===== config.mk =====
export PLATFORM = sky130hd
export DESIGN_NAME = rgb565_downscale_quantizer
export DESIGN_NICKNAME = d
export VERILOG_FILES = /design/src/design/rdq_pkg.sv /design/src/design/rgb565_downscale_quantizer.sv /design/src/design/rdq_sampler.sv /design/src/design/rdq_channel.sv
export SDC_FILE = /design/constraint.sdc
export NUM_CORES = 2
export LEC_CHECK = 0
export BUFFER_PORTS_ARGS = -buffer_cell sky130_fd_sc_hd__buf_2
export CAP_MARGIN = 10
export CORE_ASPECT_RATIO = 2
export CORE_MARGIN = 3
export CORE_UTILIZATION = 40
export CTS_CLUSTER_SIZE = 30
export DETAILED_ROUTE_END_ITERATION = 10
export GPL_TIMING_DRIVEN = 1
export MAX_ROUTING_LAYER = met4
export PLACE_DENSITY = 0.55
export SLEW_MARGIN = 15
export SYNTH_ARGS = -nofsm -noshare
export SYNTH_HDL_FRONTEND = slang
export SYNTH_HIERARCHICAL = 1
export SYNTH_SLANG_ARGS = --single-unit

===== constraint.sdc =====
create_clock -name clk_i -period 22.3 [get_ports clk_i]
set_clock_uncertainty 0.05 [all_clocks]
set_input_delay 4.46 -clock clk_i [delete_from_list [all_inputs] [get_ports clk_i]]
set_output_delay 4.46 -clock clk_i [all_outputs]
set_load 0.05 [all_outputs]

===== src/design/rdq_pkg.sv =====
// rdq_pkg: shared types, constants and lookup tables for the RGB565 downscale quantizer.
// Used by rdq_sampler, rdq_channel and rgb565_downscale_quantizer. No dependencies.
`timescale 1ns / 1ps
`default_nettype none

package rdq_pkg;

  localparam int SRC_WIDTH  = 320;
  localparam int SRC_HEIGHT = 240;

  localparam int COL_W  = $clog2(SRC_WIDTH);
  localparam int ROW_W  = $clog2(SRC_HEIGHT);
  localparam int OW_W   = 9;
  localparam int OH_W   = 8;
  localparam int OFF_W  = 18;
  localparam int CACC_W = $clog2(SRC_WIDTH * SRC_WIDTH + 1);
  localparam int RACC_W = $clog2(SRC_HEIGHT * SRC_HEIGHT + 1);
  localparam int CCMP_W = (CACC_W > COL_W + 1 + OW_W) ? CACC_W : COL_W + 1 + OW_W;
  localparam int RCMP_W = (RACC_W > ROW_W + 1 + OH_W) ? RACC_W : ROW_W + 1 + OH_W;

  // Quantizer: q = floor((mag * inv + 255 * 2^15) / (255 * 2^16))
  localparam int PROD_W = 40;
  localparam logic [PROD_W-1:0] ROUND_BIAS = PROD_W'(255 * 32768);
  localparam logic [23:0]       SAT_LIMIT  = 24'd65280;
  localparam logic [16:0]       RECIP_255  = 17'd65794;

  typedef enum logic [2:0] {
    CFG_SIGNED_RANGE  = 3'd0,
    CFG_QUANTIZED     = 3'd1,
    CFG_INVERSE_SCALE = 3'd2,
    CFG_ZERO_POINT    = 3'd3,
    CFG_OUT_WIDTH     = 3'd4,
    CFG_OUT_HEIGHT    = 3'd5,
    CFG_CHANNELS      = 3'd6
  } cfg_index_e;

  typedef struct packed {
    logic [15:0] pixel;
    logic        frame_start;
  } in_word_t;

  typedef struct packed {
    logic [OFF_W-1:0]   element_offset;
    logic signed [15:0] red_value;
    logic signed [15:0] green_value;
    logic signed [15:0] blue_value;
    logic               frame_done;
  } out_word_t;

  typedef struct packed {
    logic s2;
    logic s3;
    logic s4;
  } pipe_en_t;

  typedef logic [31:0][7:0]   exp5_lut_t;
  typedef logic [63:0][7:0]   exp6_lut_t;
  typedef logic [255:0][14:0] q14_lut_t;

  function automatic exp5_lut_t build_exp5();
    exp5_lut_t lut;
    for (int i = 0; i < 32; i++) begin
      lut[i] = 8'((i * 255) / 31);
    end
    return lut;
  endfunction

  function automatic exp6_lut_t build_exp6();
    exp6_lut_t lut;
    for (int i = 0; i < 64; i++) begin
      lut[i] = 8'((i * 255) / 63);
    end
    return lut;
  endfunction

  // round half away of m * 16384 / 255 for magnitudes
  function automatic q14_lut_t build_q14();
    q14_lut_t lut;
    for (int i = 0; i < 256; i++) begin
      lut[i] = 15'((2 * i * 16384 + 255) / 510);
    end
    return lut;
  endfunction

  localparam exp5_lut_t EXP5_LUT = build_exp5();
  localparam exp6_lut_t EXP6_LUT = build_exp6();
  localparam q14_lut_t  Q14_LUT  = build_q14();

endpackage

`default_nettype wire


===== src/design/rgb565_downscale_quantizer.sv =====
// rgb565_downscale_quantizer: top level, config registers, pipeline control, offset path.
// Depends on rdq_pkg, rdq_sampler and rdq_channel.
//
// Usage:
//   Input channel (in_valid_i / in_stall_o / in_word_i) carries one RGB565 pixel per word
//   in raster order; frame_start marks the first pixel of a frame.
//   Output channel (out_valid_o / out_stall_i / out_word_o) carries one tensor element
//   word for each kept pixel; dropped pixels produce nothing.
//   Config channel (cfg_valid_i / cfg_ready_o) writes a register by index; always ready.
//   Write config only while no pixel is in flight.
// Throughput: one pixel per cycle, sustained, in the absence of output stall.
// Path: a kept pixel passes from the input register through the sampler stage and
//   three value stages into the output register.
// Stall: the pipeline closes bubbles; when the output stalls and all stages are full,
//   in_stall_o rises in the same cycle.
// Reset: position state cleared, registers to their defaults, all stages empty.
`timescale 1ns / 1ps
`default_nettype none

module rgb565_downscale_quantizer (
  input  wire logic               clk_i,
  input  wire logic               rst_ni,
  input  wire logic               in_valid_i,
  output logic                    in_stall_o,
  input  wire rdq_pkg::in_word_t  in_word_i,
  output logic                    out_valid_o,
  input  wire logic               out_stall_i,
  output rdq_pkg::out_word_t      out_word_o,
  input  wire logic               cfg_valid_i,
  output logic                    cfg_ready_o,
  input  wire logic [2:0]         cfg_index_i,
  input  wire logic [31:0]        cfg_data_i
);

  // config
  logic                      signed_range_q;
  logic                      quantized_q;
  logic [31:0]               inverse_scale_q;
  logic signed [7:0]         zero_point_q;
  logic [rdq_pkg::OW_W-1:0]  out_width_q;
  logic [rdq_pkg::OH_W-1:0]  out_height_q;
  logic [1:0]                channels_q;

  logic [rdq_pkg::OW_W-1:0]  eow;
  logic [rdq_pkg::OH_W-1:0]  eoh;
  logic [1:0]                ch_eff;

  assign cfg_ready_o = 1'b1;

  always_ff @(posedge clk_i or negedge rst_ni) begin
    if (!rst_ni) begin
      signed_range_q  <= 1'b0;
      quantized_q     <= 1'b1;
      inverse_scale_q <= 32'h00FF_0000;
      zero_point_q    <= '0;
      out_width_q     <= 9'd128;
      out_height_q    <= 8'd128;
      channels_q      <= 2'd3;
    end else if (cfg_valid_i) begin
      unique case (rdq_pkg::cfg_index_e'(cfg_index_i))
        rdq_pkg::CFG_SIGNED_RANGE:  signed_range_q  <= cfg_data_i[0];
        rdq_pkg::CFG_QUANTIZED:     quantized_q     <= cfg_data_i[0];
        rdq_pkg::CFG_INVERSE_SCALE: inverse_scale_q <= cfg_data_i;
        rdq_pkg::CFG_ZERO_POINT:    zero_point_q    <= cfg_data_i[7:0];
        rdq_pkg::CFG_OUT_WIDTH:     out_width_q     <= cfg_data_i[rdq_pkg::OW_W-1:0];
        rdq_pkg::CFG_OUT_HEIGHT:    out_height_q    <= cfg_data_i[rdq_pkg::OH_W-1:0];
        rdq_pkg::CFG_CHANNELS:      channels_q      <= cfg_data_i[1:0];
        default: begin
        end
      endcase
    end
  end

  always_comb begin
    if (out_width_q == '0) begin
      eow = rdq_pkg::OW_W'(1);
    end else if (int'(out_width_q) > rdq_pkg::SRC_WIDTH) begin
      eow = rdq_pkg::OW_W'(rdq_pkg::SRC_WIDTH);
    end else begin
      eow = out_width_q;
    end
    if (out_height_q == '0) begin
      eoh = rdq_pkg::OH_W'(1);
    end else if (int'(out_height_q) > rdq_pkg::SRC_HEIGHT) begin
      eoh = rdq_pkg::OH_W'(rdq_pkg::SRC_HEIGHT);
    end else begin
      eoh = out_height_q;
    end
    ch_eff = (channels_q == 2'd0) ? 2'd1 : channels_q;
  end

  // pipeline control
  logic v0_q, v1_q, v2_q, v3_q, v4_q, vo_q;
  logic rdy0, rdy1, rdy2, rdy3, rdy4, rdyo;
  rdq_pkg::pipe_en_t ch_en;

  always_comb begin
    rdyo = !vo_q || !out_stall_i;
    rdy4 = !v4_q || rdyo;
    rdy3 = !v3_q || rdy4;
    rdy2 = !v2_q || rdy3;
    rdy1 = !v1_q || rdy2;
    rdy0 = !v0_q || rdy1;
    ch_en.s2 = rdy2;
    ch_en.s3 = rdy3;
    ch_en.s4 = rdy4;
  end

  assign in_stall_o  = !rdy0;
  assign out_valid_o = vo_q;

  // stage 0: input register
  rdq_pkg::in_word_t s0_q;
  logic              adv;
  logic              keep;
  logic [rdq_pkg::OFF_W-1:0] base;
  logic              fd;

  assign adv = v0_q && rdy1;

  rdq_sampler u_sampler (
    .clk_i         (clk_i),
    .rst_ni        (rst_ni),
    .adv_i         (adv),
    .frame_start_i (s0_q.frame_start),
    .out_width_i   (eow),
    .out_height_i  (eoh),
    .keep_o        (keep),
    .base_o        (base),
    .frame_done_o  (fd)
  );

  // channel expansion and magnitude
  logic [2:0][7:0] v8;
  logic [2:0][8:0] twice;
  logic [2:0][7:0] mag;
  logic [2:0]      neg;

  always_comb begin
    v8[0] = rdq_pkg::EXP5_LUT[s0_q.pixel[15:11]];
    v8[1] = rdq_pkg::EXP6_LUT[s0_q.pixel[10:5]];
    v8[2] = rdq_pkg::EXP5_LUT[s0_q.pixel[4:0]];
    for (int k = 0; k < 3; k++) begin
      twice[k] = {v8[k], 1'b0};
      if (!signed_range_q) begin
        mag[k] = v8[k];
        neg[k] = 1'b0;
      end else if (v8[k][7]) begin
        mag[k] = 8'(twice[k] - 9'd255);
        neg[k] = 1'b0;
      end else begin
        mag[k] = 8'(9'd255 - twice[k]);
        neg[k] = 1'b1;
      end
    end
  end

  // stage payloads
  logic [2:0][7:0]           mag1_q;
  logic [2:0]                neg1_q;
  logic [rdq_pkg::OFF_W-1:0] base1_q, off2_q, off3_q, off4_q;
  logic                      fd1_q, fd2_q, fd3_q, fd4_q;
  rdq_pkg::out_word_t        out_q;
  logic [2:0][15:0]          chan_val;

  always_ff @(posedge clk_i or negedge rst_ni) begin
    if (!rst_ni) begin
      v0_q <= 1'b0;
      v1_q <= 1'b0;
      v2_q <= 1'b0;
      v3_q <= 1'b0;
      v4_q <= 1'b0;
      vo_q <= 1'b0;
    end else begin
      if (rdy0) v0_q <= in_valid_i;
      if (rdy1) v1_q <= v0_q && keep;
      if (rdy2) v2_q <= v1_q;
      if (rdy3) v3_q <= v2_q;
      if (rdy4) v4_q <= v3_q;
      if (rdyo) vo_q <= v4_q;
    end
  end

  always_ff @(posedge clk_i) begin
    if (rdy0) begin
      s0_q <= in_word_i;
    end
    if (rdy1) begin
      mag1_q  <= mag;
      neg1_q  <= neg;
      base1_q <= base;
      fd1_q   <= fd;
    end
    if (rdy2) begin
      off2_q <= rdq_pkg::OFF_W'(base1_q * rdq_pkg::OFF_W'(ch_eff));
      fd2_q  <= fd1_q;
    end
    if (rdy3) begin
      off3_q <= off2_q;
      fd3_q  <= fd2_q;
    end
    if (rdy4) begin
      off4_q <= off3_q;
      fd4_q  <= fd3_q;
    end
    if (rdyo) begin
      out_q.element_offset <= off4_q;
      out_q.red_value      <= chan_val[0];
      out_q.green_value    <= (ch_eff >= 2'd2) ? chan_val[1] : '0;
      out_q.blue_value     <= (ch_eff == 2'd3) ? chan_val[2] : '0;
      out_q.frame_done     <= fd4_q;
    end
  end

  for (genvar k = 0; k < 3; k++) begin : g_chan
    rdq_channel u_channel (
      .clk_i           (clk_i),
      .en_i            (ch_en),
      .mag_i           (mag1_q[k]),
      .neg_i           (neg1_q[k]),
      .quantized_i     (quantized_q),
      .inverse_scale_i (inverse_scale_q),
      .zero_point_i    (zero_point_q),
      .value_o         (chan_val[k])
    );
  end

  assign out_word_o = out_q;

endmodule

`default_nettype wire


===== src/design/rdq_sampler.sv =====
// rdq_sampler: source position tracking and nearest-neighbor sample selection.
// Depends on rdq_pkg.
`timescale 1ns / 1ps
`default_nettype none

module rdq_sampler (
  input  wire logic                      clk_i,
  input  wire logic                      rst_ni,
  input  wire logic                      adv_i,
  input  wire logic                      frame_start_i,
  input  wire logic [rdq_pkg::OW_W-1:0]  out_width_i,
  input  wire logic [rdq_pkg::OH_W-1:0]  out_height_i,
  output logic                           keep_o,
  output logic [rdq_pkg::OFF_W-1:0]      base_o,
  output logic                           frame_done_o
);

  logic [rdq_pkg::COL_W-1:0]  col_q, col_d, col;
  logic [rdq_pkg::ROW_W-1:0]  row_q, row_d, row;
  logic [rdq_pkg::OW_W-1:0]   nc_q, nc_d, nc, nc_nxt;
  logic [rdq_pkg::OH_W-1:0]   nr_q, nr_d, nr;
  logic [rdq_pkg::CACC_W-1:0] cacc_q, cacc_d, cacc, cacc_nxt;
  logic [rdq_pkg::RACC_W-1:0] racc_q, racc_d, racc;
  logic                       ris_q, ris_d, ris;
  logic [rdq_pkg::CCMP_W-1:0] col_lim;
  logic [rdq_pkg::RCMP_W-1:0] row_lim;

  always_comb begin
    col  = frame_start_i ? '0 : col_q;
    row  = frame_start_i ? '0 : row_q;
    nc   = frame_start_i ? '0 : nc_q;
    nr   = frame_start_i ? '0 : nr_q;
    cacc = frame_start_i ? '0 : cacc_q;
    racc = frame_start_i ? '0 : racc_q;

    col_lim = rdq_pkg::CCMP_W'({1'b0, col} + 1'b1) * rdq_pkg::CCMP_W'(out_width_i);
    row_lim = rdq_pkg::RCMP_W'({1'b0, row} + 1'b1) * rdq_pkg::RCMP_W'(out_height_i);

    if (col == '0) begin
      ris = (nr < out_height_i) && (rdq_pkg::RCMP_W'(racc) < row_lim);
    end else begin
      ris = ris_q;
    end

    keep_o = ris && (nc < out_width_i) && (rdq_pkg::CCMP_W'(cacc) < col_lim);

    nc_nxt   = keep_o ? nc + 1'b1 : nc;
    cacc_nxt = keep_o ? cacc + rdq_pkg::CACC_W'(rdq_pkg::SRC_WIDTH) : cacc;

    col_d  = col + 1'b1;
    row_d  = row;
    nc_d   = nc_nxt;
    nr_d   = nr;
    cacc_d = cacc_nxt;
    racc_d = racc;
    ris_d  = ris;
    if (col == rdq_pkg::COL_W'(rdq_pkg::SRC_WIDTH - 1)) begin
      col_d  = '0;
      nc_d   = '0;
      cacc_d = '0;
      if (ris) begin
        nr_d   = nr + 1'b1;
        racc_d = racc + rdq_pkg::RACC_W'(rdq_pkg::SRC_HEIGHT);
      end
      if (row == rdq_pkg::ROW_W'(rdq_pkg::SRC_HEIGHT - 1)) begin
        row_d  = '0;
        nr_d   = '0;
        racc_d = '0;
      end else begin
        row_d = row + 1'b1;
      end
    end

    base_o = rdq_pkg::OFF_W'(rdq_pkg::OFF_W'(nr) * rdq_pkg::OFF_W'(out_width_i))
             + rdq_pkg::OFF_W'(nc);
    frame_done_o = (nc == out_width_i - 1'b1) && (nr == out_height_i - 1'b1);
  end

  always_ff @(posedge clk_i or negedge rst_ni) begin
    if (!rst_ni) begin
      col_q  <= '0;
      row_q  <= '0;
      nc_q   <= '0;
      nr_q   <= '0;
      cacc_q <= '0;
      racc_q <= '0;
      ris_q  <= 1'b0;
    end else if (adv_i) begin
      col_q  <= col_d;
      row_q  <= row_d;
      nc_q   <= nc_d;
      nr_q   <= nr_d;
      cacc_q <= cacc_d;
      racc_q <= racc_d;
      ris_q  <= ris_d;
    end
  end

endmodule

`default_nettype wire


===== src/design/rdq_channel.sv =====
// rdq_channel: per-channel value pipeline, int8 quantization or Q1.14 output.
// Three register stages; depends on rdq_pkg.
`timescale 1ns / 1ps
`default_nettype none

module rdq_channel (
  input  wire logic               clk_i,
  input  wire rdq_pkg::pipe_en_t  en_i,
  input  wire logic [7:0]         mag_i,
  input  wire logic               neg_i,
  input  wire logic               quantized_i,
  input  wire logic [31:0]        inverse_scale_i,
  input  wire logic signed [7:0]  zero_point_i,
  output logic signed [15:0]      value_o
);

  logic [rdq_pkg::PROD_W-1:0] prod_q;
  logic [14:0]                q14_2_q, q14_3_q, q14_4_q;
  logic                       neg2_q, neg3_q, neg4_q;
  logic [15:0]                h16_q;
  logic                       sat_q;
  logic [8:0]                 t_q;

  logic [rdq_pkg::PROD_W-1:0] biased;
  logic [23:0]                h;
  logic [32:0]                recip_prod;
  logic signed [10:0]         t_s, zp_s, q_s;
  logic signed [7:0]          q8;
  logic signed [15:0]         q14_s;

  always_comb begin
    biased     = prod_q + rdq_pkg::ROUND_BIAS;
    h          = biased[rdq_pkg::PROD_W-1:16];
    recip_prod = 33'(h16_q) * 33'(rdq_pkg::RECIP_255);
  end

  always_ff @(posedge clk_i) begin
    if (en_i.s2) begin
      prod_q  <= rdq_pkg::PROD_W'(mag_i) * rdq_pkg::PROD_W'(inverse_scale_i);
      q14_2_q <= rdq_pkg::Q14_LUT[mag_i];
      neg2_q  <= neg_i;
    end
    if (en_i.s3) begin
      h16_q   <= h[15:0];
      sat_q   <= h >= rdq_pkg::SAT_LIMIT;
      q14_3_q <= q14_2_q;
      neg3_q  <= neg2_q;
    end
    if (en_i.s4) begin
      t_q     <= sat_q ? 9'd256 : recip_prod[32:24];
      q14_4_q <= q14_3_q;
      neg4_q  <= neg3_q;
    end
  end

  always_comb begin
    t_s  = neg4_q ? -$signed({2'b00, t_q}) : $signed({2'b00, t_q});
    zp_s = 11'(zero_point_i);
    q_s  = t_s + zp_s;
    if (q_s < -11'sd128) begin
      q8 = -8'sd128;
    end else if (q_s > 11'sd127) begin
      q8 = 8'sd127;
    end else begin
      q8 = q_s[7:0];
    end
    q14_s   = neg4_q ? -$signed({1'b0, q14_4_q}) : $signed({1'b0, q14_4_q});
    value_o = quantized_i ? 16'(q8) : q14_s;
  end

endmodule

`default_nettype wire


==> metrics.md <==
| Metric | Value |
|---|---|
| Num CTS Buffers | 60 |
| Total GRT Usage | between 20 and 25% |
| Worst slew pin tran | ~1.3 ns |
| Pre-antenna DRT Iters | 5 |
| Post-synth EDFFs | between 400 and 500 |
| Largest net degree at the start of global routing | roughly 130 |
| Final estimated routing congestion in global placement | between 0.8 and 0.9 |
| Placed wire-length estimate | between 100 and 150 mm |
| Clk_lat worst skew | between 0.6 and 0.7 ns |
| CP Data Required Time | 17.79 ns |
| Vias in the first global route | between 40000 and 50000 |
| H-tree levels | 2 |
| Max incr delay on CP | about 0.60 ns |
| Site Rows | ~210 |
| Post-CTS sizing | 0 |
| PnR worst setup slack | approximately 11 ns |
| Worst Path Buf+Inv | 4 |
| # DRC | 0 |
| Slew HR | between 10% and 20% |
| Cells along the critical path | buf_2 > and4_1 > and3_1 > nand2_2 > buf_4 > inv_1 > buf_2 |
| Synth area leader | edfxtp_1 |
| Period utilisation layout | about half |
| Clock slew at reported path FFs | about 0.07 ns |
| Total grt overflow | 0 |
| Vias per cell | between 5 and 6 |
| DP Worst Slack | approximately 11 ns |
| Antenna-violating nets left | 0 |
| Post-CTS Setup Bufs | 0 |
| Sink Count | between 600 and 700 |
| Synth warn | 6 |
| Most used cell, CP | buf_2 |
| Slowest-stage cell, CP | inv_1 |
| Most instantiated cells after synthesis | inv_1 (849), fa_1 (691), and2_1 (687) |
| First-pass GRT wire length | 278.4 mm |
| CTS tree | built |
| Cell with the most instances after synthesis | inv_1 |
| Post-CTS Hold Fix Bufs | 0 |
| Critical path startpoint category | input port |
| Post-synth top area share | roughly 22% |
| FILL cells | between 15000 and 20000 |
| Sequential fraction of the synthesis area | between 20% and 30% |
| Multi-input gate area in the final layout | around 42000 um2 |
| Crit path DAT | ~6.6 ns |
| Initial core utilization | approximately two fifths |
| Port Buffers | 125 |
| Syn Nets | just under 8000 |
| WL final | about 180 mm |
| Final hold viol count | 0 |
| Nets | between 7000 and 8000 |
| Die ar. | between 150000 and 200000 um2 |
| Post-DR wirelength/cell | just over 20 um |
| Max-cap violations | 0 |
| Crit-path leading delay family | buffers and inverters |
| FF/Latch Area | about 18000 um2 |
| Core area | roughly 160000 um2 |
| Setup CP Type | in -> out |
| Gate Count Post-Synth | between 6000 and 7000 |
| Synthesized cell area | roughly 65000 um2 |
| Sum of negative setup slack | 0 ns |
| I/O pin count | between 100 and 150 |
| Clock tree buffer depth | 3 |
| FMAX | approximately 90 MHz |
| RSZ-0062 raised after global routing | false |
| Critical Path Fanout Max | 32 |
| Die width | roughly 290 um |
| Synthesized flop and latch total | about 640 |
| Async S/R FF share, synth | a little over a fifth |
| Slew Viols, Final | 0 |
| Post-synth top flop | edfxtp_1 |
| Vias | around 46000 |
| Layout area overhead | 7.821% |
| Ratio of cells with drive above 1 in the final layout | between 7 and 8% |
| 1st-iter DRT viols | 2040 |
| Status | complete, no violations |
| Chip height | between 500 and 600 um |
| Netlist cell types | 114 |
| Initial antenna violation count | 4 |
| Setup violations, final | 0 |
| Root Buffer | clkbuf_16 |
| CP endpoint kind | output port |
| Largest cells by area after synthesis | edfxtp_1 (22%), fa_1 (21%), ha_1 (12%) |
| Worst min path class | reg -> reg |
| Avg Inst Size Synth | around 10 um2 |
| Crit path time final | about 11 ns |
## placed cells by master, fill, tap and decap left out, drive strengths merged, types with 20 or more instances in the layout
| cell type | n |
|---|---|
| nor4 | 23 |
| edfxtp | 484 |
| fa | 691 |
| dfxtp | 24 |
| nand3 | 98 |
| buf | 197 |
| o31ai | 36 |
| inv | 853 |
| a21o | 79 |
| or2 | 20 |
| a31oi | 41 |
| dfrtp | 122 |
| a22o | 20 |
| xor2 | 119 |
| nand4 | 39 |
| mux2 | 100 |
| or3 | 27 |
| xnor2 | 201 |
| and3 | 69 |
| nor2b | 81 |
| a21oi | 196 |
| nor2 | 252 |
| nand2b | 49 |
| o21ai | 165 |
| clkbuf | 92 |
| and2 | 688 |
| o21a | 34 |
| nand2 | 577 |
| o21bai | 21 |
| nor3 | 131 |
| a211oi | 27 |
| ha | 603 |
| a21boi | 33 |
| o211ai | 26 |
| o22ai | 26 |
## final timing paths
| check | start | end | slack, ns | cells past startpoint |
|---|---|---|---|---|
| worst max-delay path | out_stall_i | in_stall_o | 11.17 | 7 |
| worst min-delay path | g_chan[1].u_channel/q14_3_q[3] | g_chan[1].u_channel/q14_4_q[3] | 0.36 | 0 |
| worst max register to register | s0_q[0] | u_sampler/cacc_q[6] | 12.33 | 34 |
| worst min register to register | g_chan[1].u_channel/q14_3_q[3] | g_chan[1].u_channel/q14_4_q[3] | 0.36 | 0 |
| max in group asynchronous | rst_ni | inverse_scale_q[28] | 16.90 | 2 |
| min in group asynchronous | rst_ni | u_sampler/racc_q[6] | 3.78 | 1 |
## cells by family (layout without fill, tap and decap cells)
group / Yosys count / after routing / share of synthesized area (%)
simple gates: 2135 / 2135 / 17.33
xor+xnor: 320 / 320 / 4.323
other cells: 1 / 6 / 0.005784
fa+ha+maj: 1294 / 1294 / 32.97
mux: 116 / 116 / 1.990
buf+inv: 1069 / 1167 / 6.250
compound gates: 838 / 838 / 8.742
flops: 643 / 643 / 28.39
## metal layers
| layer | vias up | share of wire, % | track usage [%] |
|---|---|---|---|
| li1 | 21500 | - | - |
| met1 | 23300 | 34 | 20.98 |
| met2 | 905 | 57 | 42.77 |
| met3 | 419 | 2.8 | 1.650 |
| met4 | 0 | 6.4 | 11.63 |
| met5 | - | 0 | - |
## worst register-to-register path, delay by kind of cell (launching register included)
kind / cells / cell delay [ns]
fa+ha+maj: 7 / 3.00
compound gates: 9 / 2.37
xor+xnor: 2 / 0.21
simple gates: 10 / 2.62
flops: 1 / 0.38
buf+inv: 6 / 1.28
## flip-flops by register name, indices dropped and copies added (netlist names), 24 cells and up
register / flops
g_chan.u_channel/prod_q: 75
out_word_o: 67
g_chan.u_channel/h16_q: 48
g_chan.u_channel/q14_2_q: 45
g_chan.u_channel/q14_3_q: 45
g_chan.u_channel/q14_4_q: 45
inverse_scale_q: 32
g_chan.u_channel/t_q: 27
mag1_q: 24
twice: 24
## cell type report
cell class	count	share of cell area [%]
clock inverter	22	0.3418
multi-input combinational	4704	60.68
sequential	643	26.34
antenna	5	0.01790
timing repair buffer	197	1.695
tap	2100	3.759
clock buffer	92	2.567
inverter	856	4.600
## metrics by stage
step | instances | utilization (%) | area [um2] | hold slack, ns
2_1_floorplan | 6416 | - | 64840 | 0.3503
3_3_place_gp | 8500 | 42.19 | 67860 | 0.3503
3_5_place_dp | 8500 | 42.19 | 67860 | 0.3545
4_1_cts | 8614 | 43.46 | 69900 | 0.3641
5_1_grt | 8616 | 43.46 | 69900 | 0.3688
6_report | 8619 | 43.47 | 69910 | 0.3603
Power is not shown: default switching activity piles up to over one toggle a cycle in this logic, so the estimate is an artifact.
